`src/sv/calts_pkg.sv`:
```
`default_nettype none

package calts_pkg;

   // Default sizes, handed to the top level parameters.
   localparam int FIELD_CHARS_DEFAULT = 9;
   localparam int MAX_LINE_DEFAULT    = 64;
   localparam int MID_DEPTH_DEFAULT   = 2;
   localparam int OUT_DEPTH_DEFAULT   = 4;

   // Characters that steer the parser.
   localparam logic [7:0] CHAR_COMMA = 8'h2C;
   localparam logic [7:0] CHAR_CR    = 8'h0D;
   localparam logic [7:0] CHAR_LF    = 8'h0A;
   localparam logic [7:0] CHAR_MINUS = 8'h2D;
   localparam logic [7:0] CHAR_PLUS  = 8'h2B;
   localparam logic [7:0] CHAR_POINT = 8'h2E;
   localparam logic [7:0] CHAR_ZERO  = 8'h30;
   localparam logic [7:0] CHAR_NINE  = 8'h39;

   // A CR LF closes a line only when the line is longer than this.
   localparam int CLOSE_MIN = 5;

   // Field accumulator: magnitude in thousandths, saturating.
   localparam int ACC_W        = 31;
   localparam int SUM_W        = ACC_W + 5;
   localparam int DIGIT_WEIGHT = 1000;
   localparam int FRAC_MAX     = 3;
   localparam logic [ACC_W-1:0] MAG_LIMIT = {ACC_W{1'b1}};

   // Speed scaling: one speed step per nine degrees.
   localparam int ANGLE_W    = 32;
   localparam int DIFF_W     = ANGLE_W + 1;
   localparam int SPEED_W    = 7;
   localparam int SPEED_DIV  = 9 * DIGIT_WEIGHT;
   localparam int SPEED_MAX  = 63;
   localparam int SPEED_MIN  = -64;
   localparam int SAT_HI     = SPEED_MAX * SPEED_DIV;
   localparam int SAT_LO     = -SPEED_MIN * SPEED_DIV;
   localparam int DIV_STEPS  = 6;
   localparam int MAG_W      = 20;

   // DAC code mapping.
   localparam int DAC_W    = 12;
   localparam int DAC_MID  = 2048;
   localparam int DAC_STEP = 204;
   localparam int DAC_MAX  = 4095;
   localparam int SCALE_W  = 17;

   typedef logic signed [ANGLE_W-1:0] angle_type;
   typedef logic signed [SPEED_W-1:0] speed_type;
   typedef logic [DAC_W-1:0]          dac_type;

   // One closed line: the three angles after the last field is committed.
   typedef struct packed {
      angle_type yaw;
      angle_type pitch;
      angle_type roll;
   } line_event_type;

   typedef struct packed {
      speed_type run_speed;
      speed_type right_speed;
      dac_type   run_dac_code;
      dac_type   right_dac_code;
   } result_type;

   // Weight of a fraction digit by its place after the point.
   function automatic logic [6:0] frac_scale(input logic [1:0] place);
      logic [6:0] weight;
      case (place)
         2'd0:    weight = 7'd100;
         2'd1:    weight = 7'd10;
         default: weight = 7'd1;
      endcase
      return weight;
   endfunction

endpackage

`default_nettype wire

```
`src/sv/calts_fifo.sv`:
```
`default_nettype none

module calts_fifo #(
   parameter int WIDTH = 8,
   parameter int DEPTH = 2
) (
   input  wire logic                         clock,
   input  wire logic                         reset,
   input  wire logic                         push,
   input  wire logic [WIDTH-1:0]             push_data,
   input  wire logic                         pop,
   output logic [WIDTH-1:0]                  pop_data,
   output logic                              full,
   output logic                              empty,
   output logic [$clog2(DEPTH+1)-1:0]        count
);

   localparam int PTR_W = (DEPTH > 1) ? $clog2(DEPTH) : 1;
   localparam int CNT_W = $clog2(DEPTH + 1);

   logic [WIDTH-1:0] mem_ff [DEPTH];
   logic [PTR_W-1:0] wr_ptr_ff, wr_ptr_in;
   logic [PTR_W-1:0] rd_ptr_ff, rd_ptr_in;
   logic [CNT_W-1:0] count_ff, count_in;
   logic             do_push;
   logic             do_pop;

   assign full     = (count_ff == CNT_W'(DEPTH));
   assign empty    = (count_ff == '0);
   assign count    = count_ff;
   assign pop_data = mem_ff[rd_ptr_ff];
   assign do_push  = push && !full;
   assign do_pop   = pop && !empty;

   // Pointer and occupancy updates, with wrap at the queue depth.
   always_comb begin
      wr_ptr_in = wr_ptr_ff;
      rd_ptr_in = rd_ptr_ff;
      count_in  = count_ff;
      if (do_push) begin
         wr_ptr_in = (wr_ptr_ff == PTR_W'(DEPTH - 1)) ? '0 : wr_ptr_ff + PTR_W'(1);
      end
      if (do_pop) begin
         rd_ptr_in = (rd_ptr_ff == PTR_W'(DEPTH - 1)) ? '0 : rd_ptr_ff + PTR_W'(1);
      end
      if (do_push && !do_pop) begin
         count_in = count_ff + CNT_W'(1);
      end else if (do_pop && !do_push) begin
         count_in = count_ff - CNT_W'(1);
      end
   end

   always_ff @(posedge clock) begin
      if (reset) begin
         wr_ptr_ff <= '0;
         rd_ptr_ff <= '0;
         count_ff  <= '0;
      end else begin
         wr_ptr_ff <= wr_ptr_in;
         rd_ptr_ff <= rd_ptr_in;
         count_ff  <= count_in;
      end
   end

   // Storage needs no reset; only written entries are ever read.
   always_ff @(posedge clock) begin
      if (do_push) begin
         mem_ff[wr_ptr_ff] <= push_data;
      end
   end

endmodule

`default_nettype wire

```
`src/sv/calts_front.sv`:
```
`default_nettype none

module calts_front #(
   parameter int FIELD_CHARS = calts_pkg::FIELD_CHARS_DEFAULT,
   parameter int MAX_LINE    = calts_pkg::MAX_LINE_DEFAULT
) (
   input  wire logic                      clock,
   input  wire logic                      reset,
   input  wire logic                      csr_write_enable,
   input  wire logic                      csr_stream_enable,
   input  wire logic                      byte_accept,
   input  wire logic [7:0]                rx_byte,
   output logic                           event_push,
   output calts_pkg::line_event_type      event_data
);

   localparam int LW = $clog2(MAX_LINE + 1);
   localparam int CW = $clog2(FIELD_CHARS + 1);
   localparam int ACC_W = calts_pkg::ACC_W;
   localparam int SUM_W = calts_pkg::SUM_W;
   localparam int ANGLE_MSB = calts_pkg::ANGLE_W - 1;

   logic                       stream_en_ff;
   logic [LW-1:0]              line_len_ff, line_len_in;
   logic                       last_cr_ff, last_cr_in;
   logic [1:0]                 field_num_ff, field_num_in;
   logic [CW-1:0]              field_chars_ff, field_chars_in;
   logic                       sign_ff, sign_in;
   logic                       point_ff, point_in;
   logic                       stop_ff, stop_in;
   logic [1:0]                 frac_ff, frac_in;
   logic [ACC_W-1:0]           acc_ff, acc_in;
   calts_pkg::angle_type       parsed_ff [3];
   calts_pkg::angle_type       parsed_in [3];
   calts_pkg::angle_type       parsed_next [3];

   logic                       is_close;
   logic                       is_comma;
   logic                       is_digit;
   logic                       is_sign_char;
   logic                       frac_room;
   logic [3:0]                 digit;
   logic [ANGLE_MSB:0]         commit_mag;
   calts_pkg::angle_type       commit_value;
   logic [SUM_W-1:0]           times_ten;
   logic [13:0]                digit_thou;
   logic [10:0]                frac_add;
   logic [SUM_W-1:0]           digit_sum;
   logic [ACC_W-1:0]           digit_acc;

   // Character classes of the incoming beat.
   assign is_close = (line_len_ff > LW'(calts_pkg::CLOSE_MIN)) && last_cr_ff &&
                     (rx_byte == calts_pkg::CHAR_LF);
   assign is_comma = (rx_byte == calts_pkg::CHAR_COMMA);
   assign is_digit = (rx_byte >= calts_pkg::CHAR_ZERO) && (rx_byte <= calts_pkg::CHAR_NINE);
   assign is_sign_char = ((rx_byte == calts_pkg::CHAR_MINUS) ||
                          (rx_byte == calts_pkg::CHAR_PLUS)) && (field_chars_ff == '0);
   assign digit     = rx_byte[3:0];
   assign frac_room = (frac_ff != 2'(calts_pkg::FRAC_MAX));

   // Signed value of the field being closed.
   assign commit_mag   = {1'b0, acc_ff};
   assign commit_value = sign_ff ? (calts_pkg::ANGLE_W'(0) - commit_mag) : commit_mag;

   always_comb begin
      for (int i = 0; i < 3; i++) begin
         parsed_next[i] = (field_num_ff == 2'(i)) ? commit_value : parsed_ff[i];
      end
   end

   // Accumulator step for one digit: shift in before the point, add a weight after it.
   assign times_ten  = ({5'b0, acc_ff} << 3) + ({5'b0, acc_ff} << 1);
   assign digit_thou = 14'(digit) * 14'(calts_pkg::DIGIT_WEIGHT);
   assign frac_add   = 11'(digit) * 11'(calts_pkg::frac_scale(frac_ff));
   assign digit_sum  = point_ff ? ({5'b0, acc_ff} + SUM_W'(frac_add))
                                : (times_ten + SUM_W'(digit_thou));
   assign digit_acc  = (digit_sum > {5'b0, calts_pkg::MAG_LIMIT}) ? calts_pkg::MAG_LIMIT
                                                                 : digit_sum[ACC_W-1:0];

   // Parser next state for one accepted beat.
   always_comb begin
      line_len_in    = line_len_ff;
      last_cr_in     = last_cr_ff;
      field_num_in   = field_num_ff;
      field_chars_in = field_chars_ff;
      sign_in        = sign_ff;
      point_in       = point_ff;
      stop_in        = stop_ff;
      frac_in        = frac_ff;
      acc_in         = acc_ff;
      for (int i = 0; i < 3; i++) begin
         parsed_in[i] = parsed_ff[i];
      end
      event_push = 1'b0;

      if (byte_accept) begin
         if (is_close || is_comma) begin
            for (int i = 0; i < 3; i++) begin
               parsed_in[i] = parsed_next[i];
            end
            if (field_num_ff != 2'd3) begin
               field_num_in = field_num_ff + 2'd1;
            end
            field_chars_in = '0;
            sign_in        = 1'b0;
            point_in       = 1'b0;
            stop_in        = 1'b0;
            frac_in        = '0;
            acc_in         = '0;
         end else if (field_chars_ff < CW'(FIELD_CHARS)) begin
            field_chars_in = field_chars_ff + CW'(1);
            if (!stop_ff) begin
               if (is_sign_char) begin
                  sign_in = (rx_byte == calts_pkg::CHAR_MINUS);
               end else if ((rx_byte == calts_pkg::CHAR_POINT) && !point_ff) begin
                  point_in = 1'b1;
               end else if (is_digit) begin
                  if (!point_ff || frac_room) begin
                     acc_in = digit_acc;
                  end
                  if (point_ff && frac_room) begin
                     frac_in = frac_ff + 2'd1;
                  end
               end else begin
                  stop_in = 1'b1;
               end
            end
         end

         if (is_close) begin
            line_len_in  = '0;
            last_cr_in   = 1'b0;
            field_num_in = '0;
            event_push   = stream_en_ff;
         end else begin
            last_cr_in = (rx_byte == calts_pkg::CHAR_CR);
            if (line_len_ff < LW'(MAX_LINE)) begin
               line_len_in = line_len_ff + LW'(1);
            end
         end
      end
   end

   assign event_data.yaw   = parsed_next[0];
   assign event_data.pitch = parsed_next[1];
   assign event_data.roll  = parsed_next[2];

   always_ff @(posedge clock) begin
      if (reset) begin
         stream_en_ff   <= 1'b0;
         line_len_ff    <= '0;
         last_cr_ff     <= 1'b0;
         field_num_ff   <= '0;
         field_chars_ff <= '0;
         sign_ff        <= 1'b0;
         point_ff       <= 1'b0;
         stop_ff        <= 1'b0;
         frac_ff        <= '0;
         acc_ff         <= '0;
         for (int i = 0; i < 3; i++) begin
            parsed_ff[i] <= '0;
         end
      end else begin
         if (csr_write_enable) begin
            stream_en_ff <= csr_stream_enable;
         end
         line_len_ff    <= line_len_in;
         last_cr_ff     <= last_cr_in;
         field_num_ff   <= field_num_in;
         field_chars_ff <= field_chars_in;
         sign_ff        <= sign_in;
         point_ff       <= point_in;
         stop_ff        <= stop_in;
         frac_ff        <= frac_in;
         acc_ff         <= acc_in;
         for (int i = 0; i < 3; i++) begin
            parsed_ff[i] <= parsed_in[i];
         end
      end
   end

endmodule

`default_nettype wire

```
`src/sv/calts_back.sv`:
```
`default_nettype none

module calts_back #(
   parameter int OUT_DEPTH = calts_pkg::OUT_DEPTH_DEFAULT
) (
   input  wire logic                            clock,
   input  wire logic                            reset,
   input  wire logic                            event_valid,
   input  wire calts_pkg::line_event_type       event_data,
   output logic                                 event_pop,
   input  wire logic [$clog2(OUT_DEPTH+1)-1:0]  out_count,
   output logic                                 result_push,
   output calts_pkg::result_type                result_data
);

   localparam int OCW     = $clog2(OUT_DEPTH + 1);
   localparam int OCC_W   = OCW + 2;
   localparam int DIFF_W  = calts_pkg::DIFF_W;
   localparam int MAG_W   = calts_pkg::MAG_W;
   localparam int SPEED_W = calts_pkg::SPEED_W;
   localparam int SCALE_W = calts_pkg::SCALE_W;
   localparam int STEPS   = calts_pkg::DIV_STEPS;

   calts_pkg::line_event_type base_ff;
   logic                      base_zero;
   logic [OCC_W-1:0]          occupancy;
   logic                      room;
   logic                      load_base;
   logic                      issue;

   logic                      s1_v_ff, s2_v_ff, s3_v_ff;
   logic signed [DIFF_W-1:0]  diff_in [2];
   logic signed [DIFF_W-1:0]  diff_ff [2];
   logic signed [DIFF_W-1:0]  abs_diff [2];
   logic                      sat_hi_in [2];
   logic                      sat_lo_in [2];
   logic                      sat_hi_ff [2];
   logic                      sat_lo_ff [2];
   logic                      neg_ff [2];
   logic [MAG_W-1:0]          mag_ff [2];
   logic [STEPS-1:0]          quot [2];
   logic [MAG_W-1:0]          rem [2];
   calts_pkg::speed_type      speed_in [2];
   calts_pkg::speed_type      speed_ff [2];
   logic signed [SCALE_W-1:0] scaled [2];
   logic signed [SCALE_W-1:0] dac_raw [2];
   calts_pkg::dac_type        dac [2];

   // Issue a line only when the result queue has room for everything in flight.
   assign base_zero = (base_ff == '0);
   assign occupancy = OCC_W'(out_count) + OCC_W'(s1_v_ff) + OCC_W'(s2_v_ff) + OCC_W'(s3_v_ff);
   assign room      = (occupancy < OCC_W'(OUT_DEPTH));
   assign load_base = event_valid && base_zero;
   assign issue     = event_valid && !base_zero && room;
   assign event_pop = load_base || issue;

   // Stage one: angle change against the baseline, lane 0 pitch and lane 1 roll.
   assign diff_in[0] = {event_data.pitch[calts_pkg::ANGLE_W-1], event_data.pitch} -
                       {base_ff.pitch[calts_pkg::ANGLE_W-1], base_ff.pitch};
   assign diff_in[1] = {event_data.roll[calts_pkg::ANGLE_W-1], event_data.roll} -
                       {base_ff.roll[calts_pkg::ANGLE_W-1], base_ff.roll};

   // Stage two: saturation checks and magnitude of the change.
   always_comb begin
      for (int l = 0; l < 2; l++) begin
         sat_hi_in[l] = (diff_ff[l] >= $signed(DIFF_W'(calts_pkg::SAT_HI)));
         sat_lo_in[l] = (diff_ff[l] <= -$signed(DIFF_W'(calts_pkg::SAT_LO)));
         abs_diff[l]  = diff_ff[l][DIFF_W-1] ? -diff_ff[l] : diff_ff[l];
      end
   end

   // Stage three: restoring division by nine degrees, one quotient bit per step.
   always_comb begin
      for (int l = 0; l < 2; l++) begin
         rem[l]  = mag_ff[l];
         quot[l] = '0;
         for (int k = STEPS - 1; k >= 0; k--) begin
            if (rem[l] >= (MAG_W'(calts_pkg::SPEED_DIV) << k)) begin
               rem[l]     = rem[l] - (MAG_W'(calts_pkg::SPEED_DIV) << k);
               quot[l][k] = 1'b1;
            end
         end
         if (sat_hi_ff[l]) begin
            speed_in[l] = SPEED_W'(calts_pkg::SPEED_MAX);
         end else if (sat_lo_ff[l]) begin
            speed_in[l] = SPEED_W'(calts_pkg::SPEED_MIN);
         end else if (neg_ff[l]) begin
            speed_in[l] = SPEED_W'(0) - {1'b0, quot[l]};
         end else begin
            speed_in[l] = {1'b0, quot[l]};
         end
      end
   end

   // DAC codes from the registered speeds, clamped to the converter range.
   always_comb begin
      for (int l = 0; l < 2; l++) begin
         scaled[l] = SCALE_W'(speed_ff[l]) * $signed(SCALE_W'(calts_pkg::DAC_STEP));
      end
      dac_raw[0] = scaled[0];
      dac_raw[1] = scaled[1] + $signed(SCALE_W'(calts_pkg::DAC_MID));
      for (int l = 0; l < 2; l++) begin
         if (dac_raw[l] < 0) begin
            dac[l] = '0;
         end else if (dac_raw[l] > $signed(SCALE_W'(calts_pkg::DAC_MAX))) begin
            dac[l] = calts_pkg::DAC_W'(calts_pkg::DAC_MAX);
         end else begin
            dac[l] = dac_raw[l][calts_pkg::DAC_W-1:0];
         end
      end
   end

   assign result_push                = s3_v_ff;
   assign result_data.run_speed      = speed_ff[0];
   assign result_data.right_speed    = speed_ff[1];
   assign result_data.run_dac_code   = dac[0];
   assign result_data.right_dac_code = dac[1];

   // Baselines and stage valid bits.
   always_ff @(posedge clock) begin
      if (reset) begin
         base_ff <= '0;
         s1_v_ff <= 1'b0;
         s2_v_ff <= 1'b0;
         s3_v_ff <= 1'b0;
      end else begin
         if (load_base) begin
            base_ff <= event_data;
         end
         s1_v_ff <= issue;
         s2_v_ff <= s1_v_ff;
         s3_v_ff <= s2_v_ff;
      end
   end

   // Stage payloads.
   always_ff @(posedge clock) begin
      for (int l = 0; l < 2; l++) begin
         diff_ff[l]   <= diff_in[l];
         sat_hi_ff[l] <= sat_hi_in[l];
         sat_lo_ff[l] <= sat_lo_in[l];
         neg_ff[l]    <= diff_ff[l][DIFF_W-1];
         mag_ff[l]    <= abs_diff[l][MAG_W-1:0];
         speed_ff[l]  <= speed_in[l];
      end
   end

endmodule

`default_nettype wire

```
`src/sv/csv_angle_line_to_speed.sv`:
```
`default_nettype none

// Channel  Ports                                   Beat
// -------  --------------------------------------  -------------------------------
// req      req_push, req_full, req_rx_byte         one received character
// rsp      rsp_pop, rsp_empty, rsp_run_speed, ...  speeds and DAC codes of one line
// csr      csr_write_enable, csr_stream_enable     stream enable bit
//
// One character is taken every cycle while req_full is low; each accepted character updates the field parser.
// A result reaches the rsp side after the LF that closes its line has passed a
// line-event queue, then three speed stages (difference, magnitude, division by nine degrees).
// req_full rises only when the line-event queue is full, which happens only while the rsp
// side holds off results. Lines that set the baselines give no result.
// Reset is synchronous and clears all parser state, angles and baselines.

module csv_angle_line_to_speed #(
   parameter int FIELD_CHARS = calts_pkg::FIELD_CHARS_DEFAULT,
   parameter int MAX_LINE    = calts_pkg::MAX_LINE_DEFAULT,
   parameter int MID_DEPTH   = calts_pkg::MID_DEPTH_DEFAULT,
   parameter int OUT_DEPTH   = calts_pkg::OUT_DEPTH_DEFAULT
) (
   input  wire logic                                 clock,
   input  wire logic                                 reset,
   input  wire logic                                 req_push,
   output logic                                      req_full,
   input  wire logic [7:0]                           req_rx_byte,
   output logic                                      rsp_empty,
   input  wire logic                                 rsp_pop,
   output logic signed [calts_pkg::SPEED_W-1:0]      rsp_run_speed,
   output logic signed [calts_pkg::SPEED_W-1:0]      rsp_right_speed,
   output logic [calts_pkg::DAC_W-1:0]               rsp_run_dac_code,
   output logic [calts_pkg::DAC_W-1:0]               rsp_right_dac_code,
   input  wire logic                                 csr_write_enable,
   input  wire logic                                 csr_stream_enable
);

   localparam int EV_W  = $bits(calts_pkg::line_event_type);
   localparam int RES_W = $bits(calts_pkg::result_type);

   logic                                byte_accept;
   logic                                ev_push;
   calts_pkg::line_event_type           ev_push_data;
   logic [EV_W-1:0]                     ev_pop_bits;
   calts_pkg::line_event_type           ev_pop_data;
   logic                                ev_empty;
   logic                                ev_pop;
   logic                                res_push;
   calts_pkg::result_type               res_push_data;
   logic [RES_W-1:0]                    res_pop_bits;
   calts_pkg::result_type               res_pop_data;
   logic [$clog2(OUT_DEPTH+1)-1:0]      out_count;

   assign byte_accept = req_push && !req_full;

   calts_front #(
      .FIELD_CHARS (FIELD_CHARS),
      .MAX_LINE    (MAX_LINE)
   ) u_front (
      .clock             (clock),
      .reset             (reset),
      .csr_write_enable  (csr_write_enable),
      .csr_stream_enable (csr_stream_enable),
      .byte_accept       (byte_accept),
      .rx_byte           (req_rx_byte),
      .event_push        (ev_push),
      .event_data        (ev_push_data)
   );

   // Closed lines wait here so parsing stalls on the speed stages only when this queue is full.
   calts_fifo #(
      .WIDTH (EV_W),
      .DEPTH (MID_DEPTH)
   ) u_line_queue (
      .clock     (clock),
      .reset     (reset),
      .push      (ev_push),
      .push_data (ev_push_data),
      .pop       (ev_pop),
      .pop_data  (ev_pop_bits),
      .full      (req_full),
      .empty     (ev_empty),
      .count     ()
   );

   assign ev_pop_data = ev_pop_bits;

   calts_back #(
      .OUT_DEPTH (OUT_DEPTH)
   ) u_back (
      .clock       (clock),
      .reset       (reset),
      .event_valid (!ev_empty),
      .event_data  (ev_pop_data),
      .event_pop   (ev_pop),
      .out_count   (out_count),
      .result_push (res_push),
      .result_data (res_push_data)
   );

   // Finished results wait here for the consumer.
   calts_fifo #(
      .WIDTH (RES_W),
      .DEPTH (OUT_DEPTH)
   ) u_result_queue (
      .clock     (clock),
      .reset     (reset),
      .push      (res_push),
      .push_data (res_push_data),
      .pop       (rsp_pop),
      .pop_data  (res_pop_bits),
      .full      (),
      .empty     (rsp_empty),
      .count     (out_count)
   );

   assign res_pop_data       = res_pop_bits;
   assign rsp_run_speed      = res_pop_data.run_speed;
   assign rsp_right_speed    = res_pop_data.right_speed;
   assign rsp_run_dac_code   = res_pop_data.run_dac_code;
   assign rsp_right_dac_code = res_pop_data.right_dac_code;

endmodule

`default_nettype wire

```
`config.mk`:
```
export PLATFORM = sky130hd
export DESIGN_NAME = csv_angle_line_to_speed
export DESIGN_NICKNAME = d
export VERILOG_FILES = /design/src/sv/calts_pkg.sv /design/src/sv/calts_fifo.sv /design/src/sv/calts_front.sv /design/src/sv/calts_back.sv /design/src/sv/csv_angle_line_to_speed.sv
export SDC_FILE = /design/constraint.sdc
export NUM_CORES = 2
export LEC_CHECK = 0
export BUFFER_PORTS_ARGS = -buffer_cell sky130_fd_sc_hd__buf_2
export CAP_MARGIN = 20
export CORE_UTILIZATION = 45
export CTS_CLUSTER_DIAMETER = 50
export DETAILED_ROUTE_END_ITERATION = 10
export PLACE_DENSITY = 0.59
export SYNTH_ARGS = -nofsm -noshare
export SYNTH_HDL_FRONTEND = slang
export SYNTH_HIERARCHICAL = 1
export SYNTH_SLANG_ARGS = --single-unit
```
`constraint.sdc`:
```
create_clock -name clock -period 14.8 [get_ports clock]
set_clock_uncertainty 0.2 [all_clocks]
set_input_delay 0 -clock clock [delete_from_list [all_inputs] [get_ports clock]]
set_output_delay 0 -clock clock [all_outputs]
set_load 0.02 [all_outputs]
```
==> run summary <==
The flow ran to the end, and the final reports show no timing, DRC or antenna violations. Prior to clock tree synthesis, the placed netlist has a worst setup slack of 5030 ps. Measured in cells, the most critical reg-to-reg path has a length of 29. The tools report the effective utilization at floorplan as 0.454.

The critical path capture point type is a register. The path category of the worst min-delay check was in -> reg. The first routing iteration left 2455 violations.

The floorplan has 114 rows. In this run the number of H-tree levels came out at 3. The average instance in the mapped netlist occupies 9.51 µm². The cell area that synthesis handed to floorplanning was 43800 µm². The prevailing post-synth register cell is dfxtp_1. The class of the most critical setup path was reg -> reg. The floorplan step defined a die boundary enclosing 98700 µm². After synthesis, the largest family of logic cells by area is compound AO/OA/AOI/OAI gates.

The multi-input logic area is 23500 µm², and the number of clock sinks is 730. The later pin in the worst-skew pair is clocked with a latency of 650 ps. In this run the power spent charging and discharging nets is 1130 µW.

Across the VDD grid, the largest voltage drop is 0.0000752 V. The shortest clock period the worst path allows after layout works out to 9930 ps. The run gives 3600 µW as the internal power consumption. STA classifies the critical path startpoint as a register. Counting flops and latches in the post-synthesis netlist gives 730. The run gives 15120 ps as the required time at the worst-slack endpoint.

The measured slew at the worst slew-check pin was 1110 ps. For the total of max-cap violations, the log shows 0. The number of I/O port buffers came out at 53. TritonCTS built the clock tree.

The tools report the maximum number of pins on one net before global-route repair as 82. In the final layout, flip-flops and latches occupy 18100 µm². The largest total area in the synthesized netlist belongs to edfxtp_1. The fraction of the yosys area taken by sequential cells was 0.412. The tools report the routability congestion estimate from global placement as 0.859.

The logs give 131 for the post-synthesis cell type count and 85.2 ps for the worst hold-check slack. The share of final-layout standard cells stronger than drive strength 1 is 0.107. The total of fill cells in the finished design was 8890. The tools report the endpoint of the worst hold path as u_front/stop_ff. In the post-synthesis netlist, the cell with the most instances is nor2_1. Once detail routing completed, the nets flagged for antenna violations numbered 0.

Ranked by total cell area, the synthesized netlist is headed by edfxtp_1 (24%), dfxtp_1 (18%), ha_1 (6.9%), a21oi_1 (5.1%), nor2_1 (4.4%). The final max-slew violation count was 0; the xor and xnor area share after synthesis was 0.0547. The number of antenna diodes in the final layout is 0.

Setup repair after global routing left no endpoint under its margin. The fraction of power spent switching nets was 0.239; the combinational group share of total power was 0.078. The setup check on the worst reg-to-reg path leaves a slack of 4870 ps. The tools report the startpoint of the most critical register-to-register path as u_back/mag_ff[0][28]. The multiplexer share of the synthesized area was 0.0598; the fraction of the cycle the final worst path needs was 0.671. The share of the synthesized area in the top cell type was 0.236.

Total global-route track usage: 0.215. Number of warnings printed during yosys synthesis: 6. The core region is 96600 µm². The share of synthesized registers carrying an async set or reset is 0, and the global-route wire length before repair is 171000 µm.

The worst slew margin relative to its limit was 0.253; the count of final hold-check violations was 0. In this run the static leakage power is 0.0184 µW. The final layout contains 4908 nets.

The via density per instance is 5.60. Along the worst path, the maximum fanout reaches 13. The net count after synthesis is 4929. The synthesized design contains 344 enable-type register cells.

The proportion of power drawn by flip-flops and latches is 0.450, and the power density over the cells is 97.8 nW/µm². The die is 314 µm tall. Detailed placement ended at an HPWL of 76800 µm. The tools report the root buffer selected by CTS as clkbuf_16. The tools report the number of antenna violations at the first check in global routing as 2. For this design the top-level I/O count stands at 54. The cell seen most often among critical-path stages is ha_1.

Once the clock tree was built, the resizer swapped 0 gates to a different size. The data arrival time of the critical path was 10250 ps; the complex-gate fraction of the synthesized area was 0.172. The layout-stage area growth over the synthesis result came out at 10.3%.

The tools report the via count of the first global-routing pass as 31900. The total routed wirelength is 107000 µm, and the via count is 33300. For the clock network fraction of design power, the log shows 0.472. Setup violations remaining at the end of the flow were counted as 0. Synthesized-area fraction occupied by and/or/nand/nor cells: 0.152. The cell with the largest stage delay on the worst path was xnor2_1.

The endpoint of the lowest-slack register-to-register path was u_back/speed_ff[0][13]. The logs give 4870 ps for the final worst setup slack and 101 MHz for the top achievable clock speed. The cell count after synthesis came out at 4611. Summed over all layers, the global routing overflow is 0. The residual DRC count was 0.

The horizontal die dimension works out to 314 µm. For the post-route core utilization, the log shows 0.501. In this run the deepest clock path goes through 3 buffers.

Adding up every negative setup slack in the final design gives 0 ps. Launch instance of the worst min-delay path: req_rx_byte[1]. The number of buffers inserted during clock tree synthesis is 92, and the CTS clock-pin slew for the worst setup and hold paths is 60 ps. The adder-cell area share of the yosys netlist is 0.0981, and the number of cells on the worst hold path is 5. The number of iterations in the first detailed-routing pass is 6. The commonest cells after synthesis are nor2_1 (511), a21oi_1 (447), dfxtp_1 (386), edfxtp_1 (344), nand2_1 (341). The critical path's largest stage delay is 850 ps. Dividing the detail-routed wire length by the instance count gives 18.0 µm.
-- cell families (layout without fill, tap and decap cells) --
| family | count (synthesis) | after routing |
|---|---|---|
| DFF | 730 | 730 |
| buffers and inverters | 560 | 618 |
| muxes | 185 | 185 |
| AOI/OAI and AO/OA | 1159 | 1159 |
| and+or+nand+nor | 1399 | 1399 |
| xor gates and xnor gates | 270 | 270 |
| adders and majority gates | 308 | 308 |
-- state kept, by name, indices dropped and copies added, names as in the netlist, 3 cells and up, named ones only --
| signal | count |
|---|---|
| u_line_queue/mem_ff | 192 |
| u_result_queue/mem_ff | 152 |
| u_back/base_ff | 96 |
| u_front/parsed_ff | 96 |
| u_back/diff_ff | 66 |
| u_back/mag_ff | 40 |
| u_front/acc_ff | 31 |
| u_back/speed_ff | 14 |
| u_front/line_len_ff | 7 |
| u_front/field_chars_ff | 4 |
| u_result_queue/count | 3 |
-- per-layer routing --
metal | part of all wire | GRT usage
met5 | 0 | 0
met4 | 0.035 | 0.0796
met3 | 0.038 | 0.0265
met2 | 0.46 | 0.357
met1 | 0.46 | 0.286
-- worst max path at each step --
stage                     slack, ps  cells past startpoint                endpoint                 start
after floorplan                6900                     38  u_back/speed_ff[0][13]  u_back/mag_ff[0][28]
after global placement         5100                     29  u_back/speed_ff[0][13]  u_back/mag_ff[0][28]
after detailed placement       5030                     29  u_back/speed_ff[0][13]  u_back/mag_ff[0][28]
after CTS                      4970                     29  u_back/speed_ff[0][13]  u_back/mag_ff[0][28]
after global routing           4070                     32  u_back/speed_ff[0][13]  u_back/mag_ff[0][28]
final                          4870                     29  u_back/speed_ff[0][13]  u_back/mag_ff[0][28]
-- final cells by class --
type                       count  share of cell area
multi-input combinational   3321               0.487
sequential                   730               0.374
clock buffer                 123              0.0520
tap                         1276              0.0330
inverter                     339              0.0265
timing repair buffer         106              0.0160
clock inverter                50              0.0121
-- power by group through the flow --
| stage | clock network, µW | logic, µW | registers [µW] |
|---|---|---|---|
| after floorplan | 0 | 286 | 2160 |
| after global placement | 0 | 364 | 2170 |
| after detailed placement | 0 | 368 | 2170 |
| after CTS | 2290 | 376 | 2130 |
| after global routing | 2360 | 407 | 2130 |
| final | 2230 | 370 | 2130 |
-- worst max-delay path, delay by kind of cell (launching register included) --
family / cells / cell delay, ps
adders and majority gates: 3 / 760
xor gates and xnor gates: 2 / 1010
and+or+nand+nor: 11 / 3130
AOI/OAI and AO/OA: 12 / 3910
buffers and inverters: 1 / 210
DFF: 1 / 530
-- cell usage in the layout (no fill, tap or decap), drive strengths merged, types with 25 or more instances in the layout --
master	netlist	layout
inv	337	351
nand2b	40	40
a21boi	41	41
and3	25	25
or3	36	36
ha	243	243
clkbuf	147	125
nor2b	46	46
a21oi	451	451
clkinv	2	27
nor3	77	77
a31oi	38	38
o211ai	43	43
mux2i	33	33
nor4	62	62
fa	61	61
nand2	342	342
dfxtp	386	386
o21ai	199	199
nand4	46	46
nand3	98	98
buf	74	82
mux4	38	38
edfxtp	344	344
nor2	516	516
o21bai	29	29
and2	27	27
mux2	114	114
xor2	83	83
a21o	43	43
a211oi	81	81
o31ai	36	36
xnor2	187	187
-- repair_timing --
item                       in CTS  in global routing
buffers inserted                0                  0
hold endpoints to repair       60                  0
hold buffers                   22                  0
setup endpoints to repair       0                  0
-- per-stage QoR --
step | power [µW] | cell area [µm²] | instances
after floorplan | 2440 | 43800 | 4611
after global placement | 2540 | 45000 | 5747
after detailed placement | 2540 | 45000 | 5747
after CTS | 4790 | 48300 | 5942
after global routing | 4900 | 48400 | 5945
final | 4730 | 48400 | 5945
No activity file was read; power rests on OpenSTA's default activity.
